`src/rtl/yck_pkg.sv`:
```
`default_nettype none
// ----------------------------------------------------------------------------
// yck_pkg
// Shared types and constants for the YUV 4:2:0 chroma-key compositor.
// ----------------------------------------------------------------------------
package yck_pkg;

    localparam int BLOCK_W   = 48;   // y00,y01,y10,y11,u,v from bit 0 upward
    localparam int SAMPLE_W  = 8;
    localparam int KEY_DEPTH = 256;  // entries per key table
    localparam int KEY_AW    = $clog2(KEY_DEPTH);

    // byte positions inside a block
    localparam int BYTE_Y00 = 0;
    localparam int BYTE_U   = 4;
    localparam int BYTE_V   = 5;

    localparam logic [SAMPLE_W-1:0] NEUTRAL_CHROMA = 8'h80;

    // command codes
    localparam logic CMD_WRITE = 1'b0;
    localparam logic CMD_BLOCK = 1'b1;

    // key table select codes
    localparam logic [1:0] TSEL_Y = 2'd0;
    localparam logic [1:0] TSEL_U = 2'd1;
    localparam logic [1:0] TSEL_V = 2'd2;

    typedef enum logic [1:0] {
        SRC_LIVE  = 2'd0,
        SRC_BACK  = 2'd1,
        SRC_WATER = 2'd2
    } t_src;

endpackage : yck_pkg
`default_nettype wire

```
`src/rtl/yck_ram.sv`:
```
`default_nettype none
// ----------------------------------------------------------------------------
// yck_ram
// Generic simple dual-port RAM: one write port, one read port, registered read.
// ----------------------------------------------------------------------------
module yck_ram #(
    parameter int WIDTH = 1,
    parameter int DEPTH = 256
) (
    input  wire logic                     i_clk,
    input  wire logic                     i_we,
    input  wire logic [$clog2(DEPTH)-1:0] i_waddr,
    input  wire logic [WIDTH-1:0]         i_wdata,
    input  wire logic                     i_re,
    input  wire logic [$clog2(DEPTH)-1:0] i_raddr,
    output logic      [WIDTH-1:0]         o_rdata
);

    logic [WIDTH-1:0] r_mem [DEPTH];

    always_ff @(posedge i_clk) begin
        if (i_we) begin
            r_mem[i_waddr] <= i_wdata;
        end
        if (i_re) begin
            o_rdata <= r_mem[i_raddr];
        end
    end

endmodule : yck_ram
`default_nettype wire

```
`src/rtl/yuv420_chroma_key_compositor.sv`:
```
`default_nettype none
// ----------------------------------------------------------------------------
// yuv420_chroma_key_compositor
// Chroma-key compositor for 4:2:0 blocks with optional watermark overlay.
// ----------------------------------------------------------------------------
//  channel | direction | handshake                  | payload
//  --------+-----------+----------------------------+----------------------------
//  in      | input     | i_in_valid / o_in_ready    | i_cmd, i_*_block, i_table_*
//  out     | output    | o_out_valid / i_out_ready  | o_out_block, o_source_used
//  cfg     | input     | i_cfg_wr_en (no wait)      | i_cfg_wr_data
//
//  One request per cycle is accepted when no stall or clear pass holds the input;
//  a block request gives its result after the key table read, then the output register.
//  Table write requests produce no result.
//  After reset a clearing pass zeroes the three key tables, one entry of each
//  table per cycle; o_in_ready is low during it.
//  A stalled output holds the request in the read stage; input ready then
//  follows i_out_ready.
// ----------------------------------------------------------------------------
module yuv420_chroma_key_compositor
    import yck_pkg::*;
(
    input  wire logic               i_clk,
    input  wire logic               i_rst_n,
    // config
    input  wire logic               i_cfg_wr_en,
    input  wire logic               i_cfg_wr_data,
    // input request
    input  wire logic               i_in_valid,
    output logic                    o_in_ready,
    input  wire logic               i_cmd,
    input  wire logic [BLOCK_W-1:0] i_live_block,
    input  wire logic [BLOCK_W-1:0] i_back_block,
    input  wire logic [BLOCK_W-1:0] i_water_block,
    input  wire logic [1:0]         i_table_select,
    input  wire logic [KEY_AW-1:0]  i_table_index,
    input  wire logic               i_table_bit,
    // result
    output logic                    o_out_valid,
    input  wire logic               i_out_ready,
    output logic [BLOCK_W-1:0]      o_out_block,
    output logic [1:0]              o_source_used
);

    // ---------------- control registers ----------------
    logic              r_wm_en;
    logic              r_clr_busy;
    logic [KEY_AW-1:0] r_clr_addr;
    logic              r_s1_valid;
    logic              r_out_valid;

    // ---------------- read stage payload ----------------
    logic               r_s1_wm;
    logic [BLOCK_W-1:0] r_s1_live;
    logic [BLOCK_W-1:0] r_s1_back;
    logic [BLOCK_W-1:0] r_s1_water;

    // ---------------- output payload ----------------
    logic [BLOCK_W-1:0] r_out_block;
    t_src               r_out_src;
    logic [BLOCK_W-1:0] n_out_block;
    t_src               n_out_src;

    logic in_acc;
    logic s1_adv;
    logic blk_acc;
    logic wr_acc;
    logic wm_hit;

    // key table ports, one RAM per table
    logic [2:0]        tbl_we;
    logic [KEY_AW-1:0] tbl_waddr;
    logic              tbl_wdata;
    logic [2:0]        tbl_rdata;
    logic [KEY_AW-1:0] tbl_raddr [3];

    // read stage can move when the output register is free or being drained
    assign s1_adv     = !r_out_valid || i_out_ready;
    assign o_in_ready = !r_clr_busy && (!r_s1_valid || s1_adv);
    assign in_acc     = i_in_valid && o_in_ready;
    assign blk_acc    = in_acc && (i_cmd == CMD_BLOCK);
    assign wr_acc     = in_acc && (i_cmd == CMD_WRITE);

    // watermark wins only when both of its chroma bytes are off neutral
    assign wm_hit = r_wm_en
                 && (i_water_block[SAMPLE_W*BYTE_U +: SAMPLE_W] != NEUTRAL_CHROMA)
                 && (i_water_block[SAMPLE_W*BYTE_V +: SAMPLE_W] != NEUTRAL_CHROMA);

    // table write side: clearing sweep first, then write requests
    always_comb begin
        tbl_we    = 3'b000;
        tbl_waddr = i_table_index;
        tbl_wdata = i_table_bit;
        if (r_clr_busy) begin
            tbl_we    = 3'b111;
            tbl_waddr = r_clr_addr;
            tbl_wdata = 1'b0;
        end else if (wr_acc) begin
            unique case (i_table_select)
                TSEL_Y:  tbl_we = 3'b001;
                TSEL_U:  tbl_we = 3'b010;
                TSEL_V:  tbl_we = 3'b100;
                default: tbl_we = 3'b000;   // unused select, dropped
            endcase
        end
    end

    assign tbl_raddr[0] = i_live_block[SAMPLE_W*BYTE_Y00 +: SAMPLE_W];
    assign tbl_raddr[1] = i_live_block[SAMPLE_W*BYTE_U   +: SAMPLE_W];
    assign tbl_raddr[2] = i_live_block[SAMPLE_W*BYTE_V   +: SAMPLE_W];

    // A write lands at its accept edge; a later block request reads at its own
    // accept edge, so ordering is preserved without forwarding.
    for (genvar g = 0; g < 3; g++) begin : g_tbl
        yck_ram #(
            .WIDTH (1),
            .DEPTH (KEY_DEPTH)
        ) u_key_ram (
            .i_clk   (i_clk),
            .i_we    (tbl_we[g]),
            .i_waddr (tbl_waddr),
            .i_wdata (tbl_wdata),
            .i_re    (blk_acc),
            .i_raddr (tbl_raddr[g]),
            .o_rdata (tbl_rdata[g])
        );
    end

    // key decision on the registered lookups
    always_comb begin
        if (r_s1_wm) begin
            n_out_block = r_s1_water;
            n_out_src   = SRC_WATER;
        end else if (&tbl_rdata) begin
            n_out_block = r_s1_back;
            n_out_src   = SRC_BACK;
        end else begin
            n_out_block = r_s1_live;
            n_out_src   = SRC_LIVE;
        end
    end

    // control state
    always_ff @(posedge i_clk) begin
        if (!i_rst_n) begin
            r_wm_en     <= 1'b1;
            r_clr_busy  <= 1'b1;
            r_clr_addr  <= '0;
            r_s1_valid  <= 1'b0;
            r_out_valid <= 1'b0;
        end else begin
            if (i_cfg_wr_en) begin
                r_wm_en <= i_cfg_wr_data;
            end
            if (r_clr_busy) begin
                r_clr_addr <= r_clr_addr + 1'b1;
                if (r_clr_addr == KEY_AW'(KEY_DEPTH - 1)) begin
                    r_clr_busy <= 1'b0;
                end
            end
            if (s1_adv) begin
                r_out_valid <= r_s1_valid;
            end
            if (!r_s1_valid || s1_adv) begin
                r_s1_valid <= blk_acc;
            end
        end
    end

    // payload registers
    always_ff @(posedge i_clk) begin
        if (blk_acc) begin
            r_s1_wm    <= wm_hit;
            r_s1_live  <= i_live_block;
            r_s1_back  <= i_back_block;
            r_s1_water <= i_water_block;
        end
        if (s1_adv && r_s1_valid) begin
            r_out_block <= n_out_block;
            r_out_src   <= n_out_src;
        end
    end

    assign o_out_valid   = r_out_valid;
    assign o_out_block   = r_out_block;
    assign o_source_used = r_out_src;

endmodule : yuv420_chroma_key_compositor
`default_nettype wire

```
`config.mk`:
```
export PLATFORM = sky130hd
export DESIGN_NAME = yuv420_chroma_key_compositor
export DESIGN_NICKNAME = d
export VERILOG_FILES = /design/src/rtl/yck_pkg.sv /design/src/rtl/yck_ram.sv /design/src/rtl/yuv420_chroma_key_compositor.sv
export SDC_FILE = /design/constraint.sdc
export NUM_CORES = 1
export LEC_CHECK = 0
export BUFFER_PORTS_ARGS = -buffer_cell sky130_fd_sc_hd__buf_2
export CAP_MARGIN = 40
export CELL_PAD_IN_SITES_DETAIL_PLACEMENT = 0
export CELL_PAD_IN_SITES_GLOBAL_PLACEMENT = 2
export CORE_MARGIN = 3
export CORE_UTILIZATION = 29
export CTS_CLUSTER_SIZE = 10
export DETAILED_ROUTE_END_ITERATION = 8
export MAX_ROUTING_LAYER = met4
export PLACE_DENSITY_LB_ADDON = 0.1
export SKIP_LAST_GASP = 1
export SYNTH_ARGS = -nofsm -noshare
export SYNTH_HDL_FRONTEND = slang
export SYNTH_SLANG_ARGS = --single-unit
```
`constraint.sdc`:
```
create_clock -name i_clk -period 28 [get_ports i_clk]
set_input_delay 2.8 -clock i_clk [delete_from_list [all_inputs] [get_ports i_clk]]
set_output_delay 2.8 -clock i_clk [all_outputs]
set_load 0.005 [all_outputs]
```
==> results of run 1 <==
area by class of cell:
class	instances	area share, %
antenna	13	0.0668
clock buffer	159	6.31
clock inverter	23	0.424
inverter	14	0.108
multi-input combinational	1821	23.8
sequential	978	60.0
tap	1890	4.85
timing repair buffer	302	4.41
Yosys cell counts, types with 12 or more instances:
cell type  count  area, um^2
edfxtp_1     966       29000
nor2_1       840        3150
nand2_1      329        1230
mux2i_1      210        2100
clkbuf_1     145         544
mux4_2       124        2790
o21ai_0       63         315
o22ai_1       56         350
buf_2         24         120
buf_1         19        71.3
buf_4         19         143
a2111oi_0     17         149
a21oi_1       15        75.1
a31oi_1       12        75.1
dfxtp_1       12         240
mux2_2        12         135
nor3_1        12        60.1
per-stage QoR:
step / power [mW] / util [%] / setup WS, ps
final: 3.09 / 34.3 / 21690
after detailed placement: 1.76 / 32.0 / 21460
after CTS: 3.14 / 34.3 / 21690
after global placement: 1.76 / 31.6 / 20800
after floorplan: 1.69 / - / 3000
after global routing: 3.20 / 34.3 / 21620
routing by layer:
layer	vias up	track usage (%)	part of all wire, %
met3	195	3.17	5.2
met4	0	4.24	2.1
met2	741	31.8	48
met5	-	-	0
met1	13500	26.1	45
li1	11500	-	-
where the power goes:
part	leakage [nW]	switching, mW	internal (mW)	total, mW
logic	7.35	0.0874	0.0480	0.135
clock network	1.59	0.602	0.766	1.37
registers	9.00	0.00112	1.59	1.59
total	17.9	0.691	2.40	3.09
worst max-delay path, cell delays in order:
cell and delay (ps):
buf_2 100, nor2b_1 300, a21oi_1 160, buf_2 150
placed cells by master, fill, tap and decap left out, types with 9 or more instances in the layout:
master | synthesis | layout
dfxtp_1 | 12 | 12
mux4_2 | 124 | 124
mux2i_1 | 210 | 210
mux2_2 | 12 | 12
nand2_1 | 329 | 329
nor2_4 | 0 | 10
a2111oi_0 | 17 | 17
buf_16 | 0 | 14
a21oi_1 | 15 | 12
a31oi_1 | 12 | 12
buf_4 | 19 | 66
diode_2 | 0 | 13
nor3_1 | 12 | 12
o21ai_0 | 63 | 63
inv_1 | 11 | 11
buf_2 | 24 | 208
nor2_1 | 840 | 822
clkinv_1 | 3 | 12
nor4_1 | 9 | 9
o22ai_1 | 56 | 56
a22oi_1 | 11 | 11
edfxtp_1 | 966 | 966
clkbuf_1 | 145 | 42
clkbuf_16 | 0 | 116
state kept, by name (all words and copies together), names as in the netlist, 2 cells and up:
| name | cells |
|---|---|
| g_tbl.u_key_ram.o_rdata | 3 |
| g_tbl.u_key_ram.r_mem | 768 |
| o_out_block | 48 |
| o_source_used | 2 |
| r_clr_addr | 8 |
| r_s1_back | 48 |
| r_s1_live | 48 |
| r_s1_water | 48 |
cells by family (layout without fill, tap and decap cells):
family / count (synthesis) / count (layout) / share of synthesized area [%]
AOI/OAI and AO/OA: 219 / 219 / 3.44
xor gates and xnor gates: 6 / 6 / 0.126
adders and majority gates: 1 / 1 / 0.0300
buffers and inverters: 229 / 498 / 2.45
DFF: 978 / 978 / 70.1
muxes: 348 / 348 / 12.1
other: 0 / 13 / 0
and+or+nand+nor: 1247 / 1247 / 11.7
worst max path at each step:
| stage | slack, ps | from | to |
|---|---|---|---|
| detailed placement | 21460 | i_live_block[1] | g_tbl[0].u_key_ram.o_rdata |
| CTS | 21690 | i_out_ready | o_in_ready |
| global placement | 20800 | i_live_block[1] | g_tbl[0].u_key_ram.o_rdata |
| global route | 21620 | i_out_ready | o_in_ready |
| floorplan | 3000 | i_table_bit | g_tbl[0].u_key_ram.r_mem[0] |
| finish | 21690 | i_out_ready | o_in_ready |
==> metrics.yaml, run 1 <==
run_status:
  status: "complete, no violations"
worst_hold_path:
  hold_path_class: "reg -> reg"
  hp-start: "r_wm_en"
  holdPathStages: 2
  min_to: "r_wm_en"
critical_path:
  r2r_end: "g_tbl[0].u_key_ram.r_mem[168]"
  crit_path_start_kind: "input port"
  crit_arrival_ps: 3510
  worst_r2r_path_depth: 9
  end_kind: "primary output"
  worstPathRequired_ps: 25200
  rrSetupSlack_ps: 24300
  critical_path_class: "in -> out"
  worstReg2RegStart: "o_out_valid"
  path_max_fanout: 4
placed_design:
  portBuffers: 213
  gp_congestion: 0.805
  hpwl_mm: 92.7
  place_area_um2: 45400
  place_inst: 5005
floorplan:
  rows: 138
  coreArea_um2: 142000
  die_y_um: 385
  io_pins: 214
  fp.dieW_um: 385
  dieArea_um2: 148000
  start_util_pct: 29.4
global_route:
  antenna_found_initial: 14
  grt-ovfl-total: 0
  grt_max_degree: 264
  grt_first_pass_wirelength_mm: 201
  grt_pass1_vias: 26600
  grt_usage_pct: 19.6
routing:
  via_count: 25900
  firstDrtPassIters: 8
  vias_per_cell: 4.99
  avgRoutedWirePerCell_um: 27.5
  route.detailed.drc: 0
  ant_nets: 0
  drtIter0Drc: 2148
  wl_mm: 143
clock_network:
  h-tree-depth: 3
  cts_tree: "done"
  cts_hold_buf: 0
  clk_latency_ps: 730
  cts-buffers-inserted: 115
  cts.path.max_buffers: 3
  cts_root_buffer: "clkbuf_16"
  post-cts-setup-buffers: 0
  clk_pin_slew_worst_paths_ps: 60
  cts.sinks: 978
  cts_resized: 0
timing:
  rsz0062_at_grt: "false"
  slew_headroom_pct: 1.27
  setup_violations: 0
  clock.fmax_ghz: 0.159
  hold_viol: 0
  setup_tns_ps: 0
  maxSlewViolCount: 0
  fin_worst_skew_ps: 24.2
  fin_hold_ws_ps: 499
  finalCritPeriodShare_pct: 22.5
  worst_pin_slew_ps: 1480
  min_period_ps: 6310
power:
  p_leak_nw: 17.9
  vdd_drop_max_mv: 0.0472
  power_density_nw_per_um2: 63.5
final_layout:
  final-seq-area_um2: 29200
  drive_above_1_share_pct: 18.1
  layout.nets: 3395
  nFillCells: 13900
  design_area_um2: 48700
  layoutNonFillerInstCount: 5200
  multi_input_area_um2: 11600
  syn_to_final_growth_pct: 16.8
run:
  drv_cap: 0
synth:
  ys_seq_elements: 978
  synth-seq-area-share_pct: 70.1
  synth.distinct_cells: 58
  async_flop_share_pct: 0
  ys.flop_type: "edfxtp_1"
  post_synth.cell_area_avg_um2: 13.8
  synth_edf_count: 966
  yosys_warnings: 0
  netlist_instances: 3028
  synthesis.area_um2: 41700
  syn_nets: 3191
(Power assumes the default switching activity.)
==> inputs of run 2 (changes only) <==
clock period = 6.1 ns   (was 28 ns; I/O delays follow)
==> metrics.yaml, run 2 (synthesis gave the netlist of run 1 again) <==
run_status:
  status: "complete, no violations"
critical_path:
  path_max_fanout: 38
  crit_buf_inv: 2
  critical_path.top_delay_family: "compound AO/OA/AOI/OAI gates"
  crit_arrival_ps: 3840
  worst_r2r_path_depth: 5
  critical_path_class: "in -> reg"
  end_kind: "flop"
  worstReg2RegStart: "r_clr_busy"
  critPathLaunch: "i_live_block[41]"
  crit_path_start_kind: "input port"
  max_stage_delay_ps: 740
  cp_cell_sequence: "buf_4, buf_12, nand3b_1, o22ai_1, a2111oi_0, nor4_1, a31oi_1, a31oi_1"
  worstPathRequired_ps: 6560
  slowest_stage: "nand3b_1"
  crit_cells: 8
  r2r_end: "g_tbl[0].u_key_ram.r_mem[122]"
  crit_top_cell: "a31oi_1"
  rrSetupSlack_ps: 2960
  cp-endpoint: "g_tbl[2].u_key_ram.o_rdata"
timing:
  min_period_ps: 3380
  slew_headroom_pct: 28.5
  hold_viol: 0
  clock.fmax_ghz: 0.296
  rsz0062_at_grt: "false"
  maxSlewViolCount: 0
  setup_violations: 0
  finalCritPeriodShare_pct: 55.4
  fin_worst_skew_ps: 35.0
  worst_pin_slew_ps: 1070
  setup_slack_ps: 2720
clock_network:
  cts_root_buffer: "clkbuf_16"
  cts.sinks: 978
  cts_tree: "done"
  post-cts-setup-buffers: 0
  clk_pin_slew_worst_paths_ps: 60
  clk_latency_ps: 740
  h-tree-depth: 3
  cts_resized: 0
  cts-buffers-inserted: 117
  cts_hold_buf: 99
  cts.path.max_buffers: 3
power:
  power_density_nw_per_um2: 289
  vdd_drop_max_mv: 0.243
  p_leak_nw: 18.4
  intPower_mw: 11.2
  clkPwrFrac_pct: 44.4
  pwr-share-seq_pct: 50.8
  switching_share_pct: 22.4
  p_sw_mw: 3.22
  comb_power_share_pct: 4.7
  p_total_mw: 14.4
final_layout:
  final_cell_mix: "edfxtp_1 (966), nor2_1 (822), nand2_1 (329)"
  design_area_um2: 49800
  multi_input_area_um2: 11600
  top_register: "g_tbl.u_key_ram.r_mem"
  drive_above_1_share_pct: 17.6
  largest_reg_flops: 768
  syn_to_final_growth_pct: 19.4
  layout.nets: 3494
  final-seq-area_um2: 29200
  layout_commonest_cell: "edfxtp_1"
  nFillCells: 13900
routing:
  firstDrtPassIters: 5
  drtIter0Drc: 2205
  via_count: 26200
  vias_per_cell: 4.95
  route.detailed.drc: 0
  avgRoutedWirePerCell_um: 27.0
  ant_nets: 0
  wl_mm: 143
placed_design:
  place_area_um2: 45400
  gp_congestion: 0.803
  hpwl_mm: 90.2
  portBuffers: 213
  pre_cts_slack_ps: 1960
floorplan:
  dieArea_um2: 148000
  io_pins: 214
  die_y_um: 385
  fp.dieW_um: 385
  rows: 138
  start_util_pct: 29.4
  coreArea_um2: 142000
global_route:
  grt_max_degree: 216
  grt_usage_pct: 19.7
  grt_pass1_vias: 27100
  grt_first_pass_wirelength_mm: 202
  grt-ovfl-total: 0
  antenna_found_initial: 16
worst_hold_path:
  hold_path_class: "in -> reg"
  holdPathStages: 1
run:
  drv_cap: 0
run 2: cell types whose count changed in the layout (fill, tap and decap cells not counted), sizes merged:
cell / delta
dlygate4sd3: +99
clkbuf: +1
inv: -5
clkinv: +13
buf: -2
diode: -4
run 2: power by group through the flow:
stage,combinational [mW],sequential [mW],clock [mW]
floorplan,0.305,7.44,0
global placement,0.626,7.44,0
detailed placement,0.637,7.44,0
CTS,0.696,7.30,6.60
global route,0.716,7.30,6.85
finish,0.683,7.30,6.39
run 2: metrics by stage:
stage,setup TNS (ps),hold slack [ps],utilization (%),instances
floorplan,-1596360,424,-,3028
global placement,0,496,31.7,4982
detailed placement,0,503,31.9,5002
CTS,0,0.111,35.0,5292
global route,0,14.6,35.0,5298
finish,0,71.5,35.0,5302
run 2: how the worst min path moves through the flow:
stage	from	end	slack (ps)
3_3_place_gp	r_wm_en	r_wm_en	500
4_1_cts	i_live_block[29]	r_s1_live[29]	0.1
5_1_grt	i_back_block[36]	r_s1_back[36]	10
3_5_place_dp	r_wm_en	r_wm_en	500
2_1_floorplan	r_s1_wm	o_source_used[1]	420
6_report	i_back_block[34]	r_s1_back[34]	70
run 2: worst register-to-register path: cells and delay by family, from the launching register on:
kind                   cells  cell delay [ps]
AOI/OAI and AO/OA          1              590
DFF                        1              900
and+or+nand+nor            3              930
buffers and inverters      1              410
run 2: layer usage:
layer	GRT usage, %	part of all wire [%]	vias to the layer above
met2	32.1	48	803
met1	26.0	45	13500
met4	4.77	2.4	0
li1	-	-	11700
met3	2.91	5.1	208
met5	-	0	-
run 2: final cells by class:
cell class | instances | share of cell area [%]
sequential | 978 | 58.7
clock buffer | 160 | 6.29
clock inverter | 31 | 0.570
tap | 1890 | 4.75
inverter | 14 | 0.106
timing repair buffer | 399 | 6.14
multi-input combinational | 1821 | 23.4
antenna | 9 | 0.0452
==> inputs of run 3 (changes only) <==
ABC_AREA = 1   (was default)
clock period = 2.9 ns   (was 6.1 ns; I/O delays follow)
==> metrics.yaml, run 3 <==
power:
  p_sw_mw: 7.36
  power_density_nw_per_um2: 591
  switching_share_pct: 23.7
  p_total_mw: 31.0
  intPower_mw: 23.6
  pwr-share-seq_pct: 49.6
  clkPwrFrac_pct: 44.0
  p_leak_nw: 19.5
  vdd_drop_max_mv: 0.431
  comb_power_share_pct: 6.4
final_layout:
  drive_above_1_share_pct: 13.0
  layout_commonest_cell: "nand2_1"
  nFillCells: 15000
  multi_input_area_um2: 12400
  final-seq-area_um2: 29300
  final_cell_mix: "nand2_1 (1140), edfxtp_1 (966), nor2_1 (823)"
  top_register: "g_tbl.u_key_ram.r_mem"
  largest_reg_flops: 768
  layoutNonFillerInstCount: 6565
  syn_to_final_growth_pct: 21.6
  layout.nets: 4728
  design_area_um2: 52400
synth:
  yosys_warnings: 0
  synth_edf_count: 966
  synthMuxAreaShare_pct: 0
  ys.flop_type: "edfxtp_1"
  synth_xor_area_share_pct: 0.0203
  synthesis.area_um2: 43100
  ys_top_cells_by_count: "nand2_1 (1140), edfxtp_1 (966), nor2_1 (824)"
  synthAdderAreaFrac_pct: 0.0290
  synth_most_common_cell: "nand2_1"
  synth-seq-area-share_pct: 67.8
  synth_top_cell_by_area: "edfxtp_1"
  post_synth.cell_area_avg_um2: 10.2
  netlist_instances: 4222
  synth_top_family_by_area: "simple AND/OR/NAND/NOR gates"
  syn_nets: 4385
  synth.distinct_cells: 27
  synth_top_area_share_pct: 67.2
  synthSimpleGateAreaFrac_pct: 27.5
  async_flop_share_pct: 0
  synthTopCellsByArea: "edfxtp_1 (67%), nand2_1 (9.9%), nand3_1 (8.6%)"
  ys_seq_elements: 978
  synth-compound-area-share_pct: 1.09
floorplan:
  fp.dieW_um: 392
  coreArea_um2: 147000
  rows: 140
  io_pins: 214
  die_y_um: 392
  start_util_pct: 29.4
  dieArea_um2: 153000
routing:
  wl_mm: 169
  route.detailed.drc: 0
  firstDrtPassIters: 5
  via_count: 32400
  drtIter0Drc: 2499
  ant_nets: 0
  vias_per_cell: 4.93
  avgRoutedWirePerCell_um: 25.8
global_route:
  antenna_found_initial: 8
  grt_pass1_vias: 32200
  grt_usage_pct: 22.5
  grt_max_degree: 101
  grt-ovfl-total: 0
  grt_first_pass_wirelength_mm: 240
timing:
  setup_slack_ps: 306
  finalCritPeriodShare_pct: 89.4
  maxSlewViolCount: 0
  min_period_ps: 2590
  clock.fmax_ghz: 0.386
  rsz0062_at_grt: "false"
  hold_viol: 0
  fin_worst_skew_ps: 33.7
  setup_violations: 0
  slew_headroom_pct: 49.8
  worst_pin_slew_ps: 752
critical_path:
  critical_path_class: "reg -> reg"
  crit_arrival_ps: 3010
  r2r_end: "g_tbl[2].u_key_ram.r_mem[69]"
  rrSetupSlack_ps: 310
  end_kind: "flop"
  slowest_stage: "nor2_1"
  worst_r2r_path_depth: 10
  worstPathRequired_ps: 3320
  path_max_fanout: 32
  crit_path_start_kind: "flop"
  max_stage_delay_ps: 450
  cp_cell_sequence: "inv_2, buf_4, nand2_1, inv_2, nand2_1, nor2_1, a31oi_4, buf_12, buf_4, nor2_1"
  worstReg2RegStart: "r_clr_busy"
worst_hold_path:
  holdPathStages: 1
  hp-start: "i_live_block[36]"
  hold_path_class: "in -> reg"
  min_to: "r_s1_live[36]"
clock_network:
  cts.sinks: 978
  h-tree-depth: 3
  cts_resized: 0
  cts.path.max_buffers: 3
  clk_pin_slew_worst_paths_ps: 60
  cts_root_buffer: "clkbuf_16"
  cts-buffers-inserted: 118
  clk_latency_ps: 740
  cts_tree: "done"
placed_design:
  place_inst: 6222
  portBuffers: 213
  place_area_um2: 47600
  gp_congestion: 0.772
  hpwl_mm: 104
  pre_cts_slack_ps: 285
run_status:
  status: "complete, no violations"
run:
  drv_cap: 0
[run 3: cell count changes after synthesis, moves of 57 or more]
cell     before   now
mux2i_1     210     0
nand3_1       8   743
mux4_2      124     0
o21ai_0      63     6
nand2_1     329  1140
buf_2        24   136
[run 3: repair_timing]
item | 4_1_cts | 5_1_grt
hold endpoints to repair | 144 | 0
setup endpoints to repair | 0 | 0
hold buffers | 140 | 0
buffers inserted | 0 | 0
[run 3: routing by layer]
metal / GRT usage, % / wire, um / part of all wire [%] / vias up
met2: 36.0 / 79200 / 47 / 872
li1: - / - / - / 15200
met3: 3.40 / 8640 / 5.1 / 224
met4: 5.60 / 4280 / 2.5 / 0
met5: - / 0 / 0 / -
met1: 30.0 / 77200 / 46 / 16100
[run 3: through the flow]
step	util (%)	setup TNS [ps]	hold WS, ps
floorplan	-	-3887580	366
global placement	32.5	0	467
detailed placement	32.5	0	468
CTS	35.8	0	10.7
finish	35.8	0	92.3
global route	35.8	0	64.8
[run 3: critical path: cells and delay by family (launching register included)]
kind | cells | cell delay, ps
compound gates | 1 | 210
buf+inv | 5 | 840
flops | 1 | 410
simple gates | 4 | 760
[run 3: cell type report]
class                      instances  share of cell area (%)
antenna                            2                 0.00954
timing repair buffer             527                    8.99
clock inverter                    41                   0.546
tap                             1917                    4.57
clock buffer                     160                    5.99
inverter                          52                   0.408
sequential                       978                    55.8
multi-input combinational       2888                    23.7
[run 3: logic make-up (layout without fill, tap and decap cells)]
group,Yosys count,after routing
compound gates,74,74
buf+inv,356,780
xor+xnor,1,1
simple gates,2812,2812
fa+ha+maj,1,1
flops,978,978
other cells,0,2
[run 3: worst max-delay path by stage]
| stage | start | endpoint | slack (ps) | depth (start not counted) |
|---|---|---|---|---|
| 4_1_cts | r_clr_busy | g_tbl[2].u_key_ram.r_mem[76] | 270 | 10 |
| 5_1_grt | r_clr_busy | g_tbl[2].u_key_ram.r_mem[69] | 120 | 10 |
| 6_report | r_clr_busy | g_tbl[2].u_key_ram.r_mem[69] | 310 | 10 |
| 2_1_floorplan | r_clr_busy | g_tbl[0].u_key_ram.r_mem[0] | -5000 | 2 |
| 3_5_place_dp | i_live_block[40] | g_tbl[2].u_key_ram.o_rdata | 280 | 14 |
| 3_3_place_gp | i_live_block[40] | g_tbl[2].u_key_ram.o_rdata | 280 | 14 |
[run 3: power groups by stage]
stage | clock [mW] | combinational, mW | sequential [mW]
global placement | 0 | 1.85 | 15.6
detailed placement | 0 | 1.86 | 15.6
global route | 14.6 | 2.13 | 15.3
CTS | 14.0 | 2.02 | 15.4
finish | 13.6 | 2.00 | 15.4
floorplan | 0 | 0.788 | 15.6
